`src/rtl/ple_pkg.sv`:
```
`default_nettype none
// ----------------------------------------------------------------------------
// ple_pkg
// Shared sizes, operation and status codes and sequencer states of the
// positional list engine.
// ----------------------------------------------------------------------------
package ple_pkg;

  // Storage size and the widths that follow from it.
  localparam int CAPACITY = 16;
  localparam int IDX_W    = $clog2(CAPACITY);
  localparam int CNT_W    = $clog2(CAPACITY + 1);

  // Fixed field widths of the channel words.
  localparam int FUNC_W = 3;
  localparam int POS_W  = 5;
  localparam int VAL_W  = 32;
  localparam int STAT_W = 2;
  localparam int OCNT_W = 5;

  // Width used to compare a requested position against the fill count.
  localparam int CMP_W = (CNT_W > POS_W) ? CNT_W + 1 : POS_W + 1;

  typedef enum logic [FUNC_W-1:0] {
    FN_APPEND   = 3'd0,
    FN_PREPEND  = 3'd1,
    FN_INSERT   = 3'd2,
    FN_DEL_HEAD = 3'd3,
    FN_DEL_TAIL = 3'd4,
    FN_DEL_IDX  = 3'd5,
    FN_DUMP     = 3'd6
  } func_e;

  typedef enum logic [STAT_W-1:0] {
    ST_OK     = 2'd0,
    ST_BADIDX = 2'd1,
    ST_EMPTY  = 2'd2,
    ST_FULL   = 2'd3
  } status_e;

  typedef enum logic [2:0] {
    S_IDLE,
    S_UP_WR,
    S_INS_WR,
    S_DN_WR,
    S_DEL_FIN,
    S_DP_WR
  } state_e;

endpackage

`default_nettype wire

```
`src/rtl/ple_chan_if.sv`:
```
`default_nettype none
// ----------------------------------------------------------------------------
// ple_chan_if
// Valid/ready channels of the positional list engine: the command channel
// and the result channel.
// ----------------------------------------------------------------------------

// Command word: operation, position and value.
interface ple_in_if;
  logic                              valid;
  logic                              ready;
  logic [ple_pkg::FUNC_W-1:0]        func;
  logic [ple_pkg::POS_W-1:0]         position;
  logic signed [ple_pkg::VAL_W-1:0]  value;

  modport source (output valid, output func, output position, output value,
                  input ready);
  modport sink   (input valid, input func, input position, input value,
                  output ready);
endinterface

// Result word: element, status, count and last flag.
interface ple_out_if;
  logic                              valid;
  logic                              ready;
  logic signed [ple_pkg::VAL_W-1:0]  element;
  logic [ple_pkg::STAT_W-1:0]        status;
  logic [ple_pkg::OCNT_W-1:0]        count;
  logic                              last;

  modport source (output valid, output element, output status, output count,
                  output last, input ready);
  modport sink   (input valid, input element, input status, input count,
                  input last, output ready);
endinterface

`default_nettype wire

```
`src/rtl/ple_ram.sv`:
```
`default_nettype none
// ----------------------------------------------------------------------------
// ple_ram
// Generic simple dual-port RAM: one write port, one read port with a
// registered read that holds its data while no read is issued.
// ----------------------------------------------------------------------------
module ple_ram #(
  parameter int WIDTH = 32,
  parameter int DEPTH = 16
) (
  input  wire                      clk_i,
  input  wire                      we_i,
  input  wire [$clog2(DEPTH)-1:0]  waddr_i,
  input  wire [WIDTH-1:0]          wdata_i,
  input  wire                      re_i,
  input  wire [$clog2(DEPTH)-1:0]  raddr_i,
  output logic [WIDTH-1:0]         rdata_o
);

  logic [WIDTH-1:0] mem_q [DEPTH];

  // Write port.
  always_ff @(posedge clk_i) begin
    if (we_i) begin
      mem_q[waddr_i] <= wdata_i;
    end
  end

  // Registered read port.
  always_ff @(posedge clk_i) begin
    if (re_i) begin
      rdata_o <= mem_q[raddr_i];
    end
  end

endmodule

`default_nettype wire

```
`src/rtl/positional_list_engine.sv`:
```
`default_nettype none
// ----------------------------------------------------------------------------
// positional_list_engine
// Bounded ordered list of signed 32-bit values held in one RAM. Inserts and
// deletes shift the entries behind the position through the RAM; a dump
// reads the entries out in order.
// ----------------------------------------------------------------------------
//  channel  dir  word                               accepted when
//  in_i     in   func, position, value              valid && ready
//  out_o    out  element, status, count, last       valid && ready
//
// A rejected operation, an append, a delete of the tail entry and an empty
// dump answer in the cycle after the command is taken. An insert or delete
// that must move entries shifts them through the RAM before it answers;
// the RAM moves one entry per cycle (one read, one write). A dump emits
// one word per cycle while the result is taken, after a registered read.
// Reset empties the list at once; the RAM itself is not cleared.
// A stalled result holds the engine; a new command is taken while the last
// result is being handed off.
// ----------------------------------------------------------------------------
module positional_list_engine (
  input  wire        clk_i,
  input  wire        rst_ni,
  ple_in_if.sink     in_i,
  ple_out_if.source  out_o
);

  localparam int IDX_W = ple_pkg::IDX_W;
  localparam int CNT_W = ple_pkg::CNT_W;
  localparam int CMP_W = ple_pkg::CMP_W;

  ple_pkg::state_e  state_q, state_d;
  logic [CNT_W-1:0] count_q, count_d;
  logic [IDX_W-1:0] ptr_q, ptr_d;
  logic [IDX_W-1:0] pos_q, pos_d;
  logic [ple_pkg::VAL_W-1:0] val_q, val_d;

  // RAM port signals.
  logic                      ram_we;
  logic [IDX_W-1:0]          ram_waddr;
  logic [ple_pkg::VAL_W-1:0] ram_wdata;
  logic                      ram_re;
  logic [IDX_W-1:0]          ram_raddr;
  logic [ple_pkg::VAL_W-1:0] ram_rdata;

  // Output register.
  logic                       out_valid_q;
  logic [ple_pkg::VAL_W-1:0]  element_q;
  ple_pkg::status_e           status_q;
  logic [ple_pkg::OCNT_W-1:0] ocount_q;
  logic                       last_q;

  logic                       out_free;
  logic                       out_load;
  logic [ple_pkg::VAL_W-1:0]  ld_elem;
  ple_pkg::status_e           ld_status;
  logic                       ld_last;

  logic [CMP_W-1:0] cnt_ext, pos_ext, ins_pos, del_pos;
  logic             at_tail;

  ple_ram #(
    .WIDTH (ple_pkg::VAL_W),
    .DEPTH (ple_pkg::CAPACITY)
  ) u_slots (
    .clk_i   (clk_i),
    .we_i    (ram_we),
    .waddr_i (ram_waddr),
    .wdata_i (ram_wdata),
    .re_i    (ram_re),
    .raddr_i (ram_raddr),
    .rdata_o (ram_rdata)
  );

  assign out_free = !out_valid_q || out_o.ready;

  // Positions of the operation, widened for comparison with the count.
  assign cnt_ext = CMP_W'(count_q);
  assign pos_ext = CMP_W'(in_i.position);
  assign at_tail = (CNT_W'(ptr_q) == count_q - CNT_W'(1));

  always_comb begin
    case (in_i.func)
      ple_pkg::FN_APPEND:  ins_pos = cnt_ext;
      ple_pkg::FN_PREPEND: ins_pos = '0;
      default:             ins_pos = pos_ext;
    endcase
    case (in_i.func)
      ple_pkg::FN_DEL_HEAD: del_pos = '0;
      ple_pkg::FN_DEL_TAIL: del_pos = cnt_ext - CMP_W'(1);
      default:              del_pos = pos_ext;
    endcase
  end

  // Sequencer: next state, RAM accesses and result loading.
  always_comb begin
    state_d   = state_q;
    count_d   = count_q;
    ptr_d     = ptr_q;
    pos_d     = pos_q;
    val_d     = val_q;
    ram_we    = 1'b0;
    ram_waddr = ptr_q;
    ram_wdata = ram_rdata;
    ram_re    = 1'b0;
    ram_raddr = ptr_q;
    out_load  = 1'b0;
    ld_elem   = '0;
    ld_status = ple_pkg::ST_OK;
    ld_last   = 1'b1;
    in_i.ready = 1'b0;

    case (state_q)
      ple_pkg::S_IDLE: begin
        in_i.ready = out_free;
        if (in_i.valid && out_free) begin
          val_d = in_i.value;
          case (in_i.func)
            ple_pkg::FN_APPEND, ple_pkg::FN_PREPEND, ple_pkg::FN_INSERT: begin
              pos_d = IDX_W'(ins_pos);
              if (ins_pos > cnt_ext) begin
                out_load  = 1'b1;
                ld_status = ple_pkg::ST_BADIDX;
              end else if (count_q >= CNT_W'(ple_pkg::CAPACITY)) begin
                out_load  = 1'b1;
                ld_status = ple_pkg::ST_FULL;
              end else if (ins_pos == cnt_ext) begin
                ram_we    = 1'b1;
                ram_waddr = IDX_W'(ins_pos);
                ram_wdata = in_i.value;
                count_d   = count_q + CNT_W'(1);
                out_load  = 1'b1;
              end else begin
                ram_re    = 1'b1;
                ram_raddr = IDX_W'(count_q - CNT_W'(1));
                ptr_d     = IDX_W'(count_q - CNT_W'(1));
                state_d   = ple_pkg::S_UP_WR;
              end
            end
            ple_pkg::FN_DEL_HEAD, ple_pkg::FN_DEL_TAIL, ple_pkg::FN_DEL_IDX: begin
              if (count_q == '0) begin
                out_load  = 1'b1;
                ld_status = ple_pkg::ST_EMPTY;
              end else if (del_pos >= cnt_ext) begin
                out_load  = 1'b1;
                ld_status = ple_pkg::ST_BADIDX;
              end else if (del_pos == cnt_ext - CMP_W'(1)) begin
                count_d  = count_q - CNT_W'(1);
                out_load = 1'b1;
              end else begin
                ram_re    = 1'b1;
                ram_raddr = IDX_W'(del_pos + CMP_W'(1));
                ptr_d     = IDX_W'(del_pos + CMP_W'(1));
                state_d   = ple_pkg::S_DN_WR;
              end
            end
            ple_pkg::FN_DUMP: begin
              if (count_q == '0) begin
                out_load  = 1'b1;
                ld_status = ple_pkg::ST_EMPTY;
              end else begin
                ram_re    = 1'b1;
                ram_raddr = '0;
                ptr_d     = '0;
                state_d   = ple_pkg::S_DP_WR;
              end
            end
            default: begin
            end
          endcase
        end
      end

      // Move one entry up by one slot; read the next lower entry.
      ple_pkg::S_UP_WR: begin
        ram_we    = 1'b1;
        ram_waddr = ptr_q + IDX_W'(1);
        if (ptr_q == pos_q) begin
          state_d = ple_pkg::S_INS_WR;
        end else begin
          ram_re    = 1'b1;
          ram_raddr = ptr_q - IDX_W'(1);
          ptr_d     = ptr_q - IDX_W'(1);
        end
      end

      // Drop the new value into the opened slot once the result can go out.
      ple_pkg::S_INS_WR: begin
        if (out_free) begin
          ram_we    = 1'b1;
          ram_waddr = pos_q;
          ram_wdata = val_q;
          count_d   = count_q + CNT_W'(1);
          out_load  = 1'b1;
          state_d   = ple_pkg::S_IDLE;
        end
      end

      // Move one entry down by one slot; read the next higher entry.
      ple_pkg::S_DN_WR: begin
        ram_we    = 1'b1;
        ram_waddr = ptr_q - IDX_W'(1);
        if (at_tail) begin
          state_d = ple_pkg::S_DEL_FIN;
        end else begin
          ram_re    = 1'b1;
          ram_raddr = ptr_q + IDX_W'(1);
          ptr_d     = ptr_q + IDX_W'(1);
        end
      end

      ple_pkg::S_DEL_FIN: begin
        if (out_free) begin
          count_d  = count_q - CNT_W'(1);
          out_load = 1'b1;
          state_d  = ple_pkg::S_IDLE;
        end
      end

      // Emit the entry just read and fetch the following one.
      ple_pkg::S_DP_WR: begin
        if (out_free) begin
          out_load = 1'b1;
          ld_elem  = ram_rdata;
          ld_last  = at_tail;
          if (at_tail) begin
            state_d = ple_pkg::S_IDLE;
          end else begin
            ram_re    = 1'b1;
            ram_raddr = ptr_q + IDX_W'(1);
            ptr_d     = ptr_q + IDX_W'(1);
          end
        end
      end

      default: begin
        state_d = ple_pkg::S_IDLE;
      end
    endcase
  end

  // Control registers.
  always_ff @(posedge clk_i or negedge rst_ni) begin
    if (!rst_ni) begin
      state_q     <= ple_pkg::S_IDLE;
      count_q     <= '0;
      ptr_q       <= '0;
      out_valid_q <= 1'b0;
    end else begin
      state_q <= state_d;
      count_q <= count_d;
      ptr_q   <= ptr_d;
      if (out_load) begin
        out_valid_q <= 1'b1;
      end else if (out_o.ready) begin
        out_valid_q <= 1'b0;
      end
    end
  end

  // Payload registers.
  always_ff @(posedge clk_i) begin
    pos_q <= pos_d;
    val_q <= val_d;
    if (out_load) begin
      element_q <= ld_elem;
      status_q  <= ld_status;
      ocount_q  <= ple_pkg::OCNT_W'(count_d);
      last_q    <= ld_last;
    end
  end

  assign out_o.valid   = out_valid_q;
  assign out_o.element = element_q;
  assign out_o.status  = status_q;
  assign out_o.count   = ocount_q;
  assign out_o.last    = last_q;

  // The fill count never passes the capacity.
  a_count_bound : assert property (@(posedge clk_i) disable iff (!rst_ni)
    count_q <= CNT_W'(ple_pkg::CAPACITY))
    else $error("list count exceeds capacity");

  // A shift never reads the slot it writes in the same cycle.
  a_no_rw_clash : assert property (@(posedge clk_i) disable iff (!rst_ni)
    ram_we && ram_re |-> ram_waddr != ram_raddr)
    else $error("RAM read and write hit the same slot");

  // A result word that leaves with last low must carry ok status.
  a_last_ok : assert property (@(posedge clk_i) disable iff (!rst_ni)
    out_o.valid && !out_o.last |-> out_o.status == ple_pkg::ST_OK)
    else $error("non-final result without ok status");

  // The dump pointer stays inside the filled part of the list.
  a_dump_ptr : assert property (@(posedge clk_i) disable iff (!rst_ni)
    state_q == ple_pkg::S_DP_WR |-> CNT_W'(ptr_q) < count_q)
    else $error("dump pointer beyond list end");

  // A delete shift is only under way while the list holds entries.
  a_shift_nonempty : assert property (@(posedge clk_i) disable iff (!rst_ni)
    state_q == ple_pkg::S_DN_WR |-> count_q != '0)
    else $error("delete shift on an empty list");

endmodule

`default_nettype wire

```
`src/flat_wrapper.sv`:
```
// flat-port wrapper written by rule: the top's interface ports become plain ports
module positional_list_engine_flat 
  (clk_i, rst_ni, in_i_valid, in_i_func, in_i_position, in_i_value, in_i_ready, out_o_valid, out_o_element, out_o_status, out_o_count, out_o_last, out_o_ready);
  ple_in_if in_i_i ();
  ple_out_if out_o_i ();
  input  wire clk_i;
  input  wire rst_ni;
  input wire logic [$bits(in_i_i.valid)-1:0] in_i_valid;
  input wire logic [$bits(in_i_i.func)-1:0] in_i_func;
  input wire logic [$bits(in_i_i.position)-1:0] in_i_position;
  input wire logic [$bits(in_i_i.value)-1:0] in_i_value;
  output wire logic [$bits(in_i_i.ready)-1:0] in_i_ready;
  output wire logic [$bits(out_o_i.valid)-1:0] out_o_valid;
  output wire logic [$bits(out_o_i.element)-1:0] out_o_element;
  output wire logic [$bits(out_o_i.status)-1:0] out_o_status;
  output wire logic [$bits(out_o_i.count)-1:0] out_o_count;
  output wire logic [$bits(out_o_i.last)-1:0] out_o_last;
  input wire logic [$bits(out_o_i.ready)-1:0] out_o_ready;
  assign in_i_i.valid = in_i_valid;
  assign in_i_i.func = in_i_func;
  assign in_i_i.position = in_i_position;
  assign in_i_i.value = in_i_value;
  assign in_i_ready = in_i_i.ready;
  assign out_o_valid = out_o_i.valid;
  assign out_o_element = out_o_i.element;
  assign out_o_status = out_o_i.status;
  assign out_o_count = out_o_i.count;
  assign out_o_last = out_o_i.last;
  assign out_o_i.ready = out_o_ready;
  positional_list_engine u_core (.clk_i(clk_i), .rst_ni(rst_ni), .in_i(in_i_i), .out_o(out_o_i));
endmodule
```
`config.mk`:
```
export PLATFORM = sky130hd
export DESIGN_NAME = positional_list_engine_flat
export DESIGN_NICKNAME = d
export VERILOG_FILES = /design/src/rtl/ple_pkg.sv /design/src/rtl/ple_chan_if.sv /design/src/rtl/ple_ram.sv /design/src/rtl/positional_list_engine.sv /design/src/flat_wrapper.sv
export SDC_FILE = /design/constraint.sdc
export NUM_CORES = 1
export LEC_CHECK = 0
export BUFFER_PORTS_ARGS = -buffer_cell sky130_fd_sc_hd__buf_4
export CAP_MARGIN = 5
export CORE_MARGIN = 2
export CORE_UTILIZATION = 55
export CTS_CLUSTER_SIZE = 12
export DETAILED_ROUTE_END_ITERATION = 10
export GPL_ROUTABILITY_DRIVEN = 1
export PLACE_DENSITY_LB_ADDON = 0.08
export SLEW_MARGIN = 20
export SYNTH_ARGS = -nofsm -noshare
export SYNTH_HDL_FRONTEND = slang
export SYNTH_SLANG_ARGS = --single-unit
```
`constraint.sdc`:
```
create_clock -name clk_i -period 6.8 [get_ports clk_i]
set_clock_uncertainty 0.15 [all_clocks]
set_input_delay 0.68 -clock clk_i [delete_from_list [all_inputs] [get_ports clk_i]]
set_output_delay 0.68 -clock clk_i [all_outputs]
set_load 0.1 [all_outputs]
```
# == Word-level counts from Yosys, hierarchy flattened ==
# Memories as Yosys holds them, arrays and structs flattened. A register that Yosys moved wholly into a read port is not among the register bits.
# Cells that the tools add are included.
# totals
input_bits,44
word_cells,160
ff_bits,89
mem_count,1
output_inout_bits,42
mem_bits_rw,512
# classes
eq_ne,29
add_sub_neg,6
magnitude_cmp,3
muxes,95
reduce_logical,16
# memory_table
memory,words,width,rd,rd_ports_with_merged_regs,write_ports,line,rtl
u_core.u_slots.mem_q,16,32,1,1,1,ple_ram.sv:20,logic [WIDTH-1:0] mem_q [DEPTH];
# op_table
cell,count
$mux 32,6
$mux 4,17
$pmux 32 s2,1
$mux 5,9
$mux 3,13
$pmux 4 s4,2
$mux 1,30
$ne 3x3->1 const B,7
$pmux 5 s2,2
$eq 3x3->1 const B,5
$pmux 3 s5,1
$pmux 5 s3,1
$reduce_and 14->1,1
$eq 3x2->1 const B,4
$ne 2x1->1 const B,6
$pmux 4 s3,1
$pmux 6 s2,1
$pmux 1 s3,3
$pmux 3 s3,1
$reduce_or 3->1,3
$add 4x1->4 const B,2
$mux 2,4
$eq 3x1->1 const B,2
$eq 6x6->1,1
23 further kinds,26

# == Logic depth before layout (Yosys ltp) ==
# depth
ltp_word,11
ltp_mapped,19
ltp_nobuf,16

# == Hierarchy ==
# From an unflattened synthesis, not the netlist that was laid out.
# unflattened
cells_unflattened,1569
hier_area_um2,26573.0
# modules_own_cells
module,seq_area_each_um2,area_per_inst_um2,cells_per_inst,n_inst
ple_ram,16335.7,20155.6,838,1
positional_list_engine,2607.5,6417.4,731,1

# == Worst setup path after synthesis ==
# No wires, ideal clock.
# synth_path
path_kind,input to register
start,in in_i_func[2]
end,"reg u_core.ocount_q, in the netlist u_core.out_o.count[0] (enable)"
path_slack_ns,1.092
setup_ns,0.453
stages,12
arrival_time_ns,5.105
t_required_ns,6.197
path_buffers,1
path_cell_list,clkbuf_1 nor2b_1 nor2_1 a221oi_1 inv_1 ha_1 a221o_1 a221oi_1 or4_4 a31oi_4 o41a_1 o22ai_1
# synth_between
elab_chain_cells,9
word_cells_on_any_way,24
classes_between,order compare (2); eq/ne (8); mux (11); reduce/logical (3)
# synth_lines
element,line,rtl
"start, declared",flat_wrapper.sv:9,input wire logic [$bits(in_i_i.func)-1:0] in_i_func;
"parallel branches: the longest is 6 deep, another holds $ge 6x5->1",-,
$pmux 1 s3 *,positional_list_engine.sv:118,case (in_i.func)
$mux 1 *,positional_list_engine.sv:116,if (in_i.valid && out_free) begin
$pmux 1 s2 *,positional_list_engine.sv:113,case (state_q)
via u_core.out_load,positional_list_engine.sv:54,logic out_load;
"end signal, assigned",positional_list_engine.sv:268,ocount_q <= ple_pkg::OCNT_W'(count_d);
"end, declared",positional_list_engine.sv:50,logic [ple_pkg::OCNT_W-1:0] ocount_q;
# Mark *: on every way through the listed nets, which the timed path passes.
# A chain may end at the register's enable or synchronous reset.

# == Worst setup path after layout ==
# layout_path
start,reg u_core.count_q[1]
end,"reg u_core.u_slots.rdata_o[23], read port of u_core.u_slots.mem_q, data pin"
# layout_between
elab_chain_cells,9
word_cells_on_any_way,36
classes_between,add/sub (3); order compare (3); eq/ne (3); mux (26); reduce/logical (1)
# layout_lines
element,line,rtl
"start, declared",positional_list_engine.sv:33,"logic [CNT_W-1:0] count_q, count_d;"
"start signal, assigned",positional_list_engine.sv:251,count_q <= count_d;
$sub 5x1->6,"positional_list_engine.sv:90, positional_list_engine.sv:147",
$pmux 6 s2,positional_list_engine.sv:88,case (in_i.func)
$add 4x1->4 or $eq 6x6->1 (tied branches),"positional_list_engine.sv:152, positional_list_engine.sv:147",
$mux 4 or $mux 1 (tied branches) (2 in series),-,
$mux 4 or $mux 1 (tied branches),positional_list_engine.sv:141,if (count_q == '0) begin
$pmux 4 s3 or $pmux 1 s3 (tied branches),-,
$mux 4 or $mux 1 (tied branches),positional_list_engine.sv:116,
$pmux 4 s4 or $pmux 1 s4 (tied branches),positional_list_engine.sv:113,
"end, declared",ple_ram.sv:17,output logic [WIDTH-1:0] rdata_o
# Several ways; a longest one is shown, not always the timed one.

==> results.json <==
{
  "ys.flop_type": "edfxtp_1",
  "routedWlPerCell_um": 27.1,
  "pin_count": 86,
  "grt_remaining_overflow": 0,
  "postSynthAreaPerCell_um2": 13.6,
  "setup_ws_ns": 0.860,
  "die-area_um2": 52100,
  "synth_top_family_by_area": "compound AO/OA/AOI/OAI gates",
  "cts_tree": "built",
  "relSlewSlack": 0.362,
  "status": "completed",
  "hold_slack_ns": 0.103,
  "hold_violations": 0,
  "rrSetupSlack_ns": 0.86,
  "drive_gt1_frac": 0.132,
  "rsz0062_at_grt": "false",
  "cts_resized": 0,
  "seq_area_um2": 18900,
  "finalSetupViolations": 0,
  "ant_nets": 0,
  "synth_async_sr_flop_share": 0.0205,
  "fmax_mhz": 168,
  "clk-insertion-delay-late_ns": 0.61,
  "clockBufferDepth": 3,
  "remaining_drc_errors": 0,
  "synth_adder_area_share": 0.00679,
  "totalWireLength_mm": 75.6,
  "synthesis.area_um2": 27700,
  "synth_edf_count": 620,
  "cp-endpoint": "u_core.u_slots.rdata_o[23]",
  "worst_pin_slew_ns": 0.957,
  "synthXorXnorAreaFrac": 0.00651,
  "dr.pass1.iters": 5,
  "multiInputGateArea_um2": 8030,
  "worstSetupEndpointType": "flip-flop",
  "core-area_um2": 49900,
  "worstPathMaxFanout": 60,
  "crit_arrival_ns": 6.15,
  "seq_area_frac_synth": 0.685,
  "critPathKind": "reg2reg",
  "utilization": 0.629,
  "fill_cells": 3735,
  "r2r_cells": 18,
  "place_ws_ns": 0.737,
  "hold_class": "in2reg",
  "required_ns": 7.01,
  "yosys_warnings": 0,
  "synth_compound_area_frac": 0.147,
  "timing.rr.end": "u_core.u_slots.rdata_o[23]",
  "via_per_inst": 6.68,
  "antennaDiodeCount": 0,
  "numCtsBuffers": 68,
  "antenna_found_initial": 0,
  "grt_pass1_wl_mm": 114,
  "fp-row-count": 82,
  "crit_path_start_kind": "flip-flop",
  "cts_sinks": 633,
  "grt_use_total": 0.290,
  "min_period_over_period": 0.874,
  "initial_core_util": 0.555,
  "drv_slew": 0,
  "root_buffer": "clkbuf_16",
  "yosysUniqueCellTypes": 69,
  "clk_pin_slew_worst_paths_ns": 0.06,
  "drt_iter0_markers": 2447,
  "place.detailed.hpwl_mm": 41.6,
  "die_w_um": 228,
  "area_growth_pct": 13.4,
  "post-route-min-period_ns": 5.94,
  "reg2reg_from": "u_core.count_q[1]",
  "die_y_um": 228,
  "synth-seq-cells": 633,
  "portBuffers": 85,
  "syn_inst": 2034,
  "fin_tns_setup_ns": 0,
  "synth_mux_area_frac": 0.0242,
  "place_congestion": 0.929,
  "num_vias": 18613,
  "grt_max_degree": 129,
  "grt_pass1_vias": 18045,
  "syn-num-nets": 2093,
  "maxCapViolCount": 0,
  "cts_max_level": 3,
  "nNetsFinal": 2130,
  "synthSimpleGateAreaFrac": 0.0975,
  "crit_start": "u_core.count_q[1]"
}
==> flip-flops by register name, summed over array words and instances (netlist names), 4 cells and up <==
signal                  count
u_core.out_o.element       32
u_core.u_slots.rdata_o     32
u_core.u_slots.mem_q      512
u_core.ptr_q                4
u_core.pos_q                4
u_core.out_o.count          5
u_core.count_q              5
u_core.val_q               32
==> Yosys cell counts, drive strengths merged, types with 3 or more instances <==
library cell,count,area share
edfxtp,620,0.67
nand3,172,0.031
o21ai,161,0.029
clkbuf,138,0.019
a2111oi,129,0.041
nand2,113,0.016
a211oi,70,0.019
mux2i,67,0.024
and3,66,0.015
a211o,65,0.021
nor2,51,0.0069
buf,50,0.012
a21oi,43,0.0078
nor4,36,0.0081
a22oi,34,0.0092
and2,34,0.0077
inv,16,0.0022
ha,15,0.0068
nor3,14,0.0027
dfrtp,13,0.012
nand2b,13,0.0029
xnor2,12,0.0038
a31oi,9,0.0026
a221oi,8,0.0028
o31ai,8,0.0022
nor2b,7,0.0016
xor2,6,0.0019
a221o,5,0.0018
o21a,5,0.0014
o22ai,5,0.0011
nand3b,4,0.0011
o211ai,4,0.0011
or2,4,0.00090
o221ai,3,0.0012
or3,3,0.00068
==> routing by layer <==
layer	track usage	wire length (um)
met5	0	0
met4	0.0893	1850
met3	0.0514	5990
met2	0.452	35800
met1	0.420	32000
==> kinds of logic after synthesis <==
| kind of cell | count (synthesis) |
|---|---|
| flops | 633 |
| compound gates | 568 |
| simple gates | 526 |
| buf+inv | 206 |
| mux | 67 |
| xor+xnor | 19 |
| fa+ha+maj | 15 |
==> cell usage in the layout (no fill, tap or decap), drive strengths merged, types with 65 or more instances in the layout <==
cell / Yosys / routed
a2111oi: 129 / 129
a211o: 65 / 65
a211oi: 70 / 70
and3: 66 / 66
buf: 50 / 154
clkbuf: 138 / 88
edfxtp: 620 / 620
mux2i: 67 / 67
nand2: 113 / 113
nand3: 172 / 172
o21ai: 161 / 161
==> how the worst min path moves through the flow <==
stage	from	endpoint	slack (ns)	cells after the start
final	in_i_value[24]	u_core.val_q[24]	0.10	1
after global routing	in_i_value[24]	u_core.val_q[24]	0.08	1
after CTS	in_i_value[10]	u_core.val_q[10]	0.07	1
after detailed placement	u_core.u_slots.rdata_o[7]	u_core.out_o.element[7]	0.39	1
after global placement	rst_ni	u_core.count_q[0]	0.39	1
after floorplan	rst_ni	u_core.count_q[0]	0.23	0
==> worst max-delay path, stage by stage, from the launching register on <==
cell	delay [ns]
dfrtp_1	0.51
inv_1	0.18
ha_1	0.28
xnor2_1	0.58
a221oi_1	0.28
ha_1	0.34
o21ai_0	0.18
nand2b_1	0.08
a311o_1	0.44
or4_4	0.57
a31oi_4	0.26
o31ai_1	0.15
a221oi_4	0.33
buf_12	0.25
buf_12	0.27
a2111oi_0	0.12
nor4_1	0.44
buf_4	0.18
nand3_1	0.05
==> layout make-up <==
type                       instances  share of cell area
clock buffer                      88              0.0580
clock inverter                    24             0.00622
sequential                       633               0.604
timing repair buffer             155              0.0467
multi-input combinational       1195               0.256
tap                              672              0.0268
inverter                          18             0.00231
==> stage by stage <==
step / area [um2] / std cells
2_1_floorplan: 27700 / 2034
3_3_place_gp: 29300 / 2672
3_5_place_dp: 29300 / 2672
4_1_cts: 31400 / 2785
5_1_grt: 31400 / 2785
6_report: 31400 / 2785
==> repair_timing <==
| action | in CTS | in global routing |
|---|---|---|
| endpoints found under the hold margin | 13 | 0 |
| hold buffers | 1 | 0 |
| setup buffers | 0 | 0 |
Power is not shown: default switching activity piles up to over one toggle a cycle in this logic, so the estimate is an artifact.
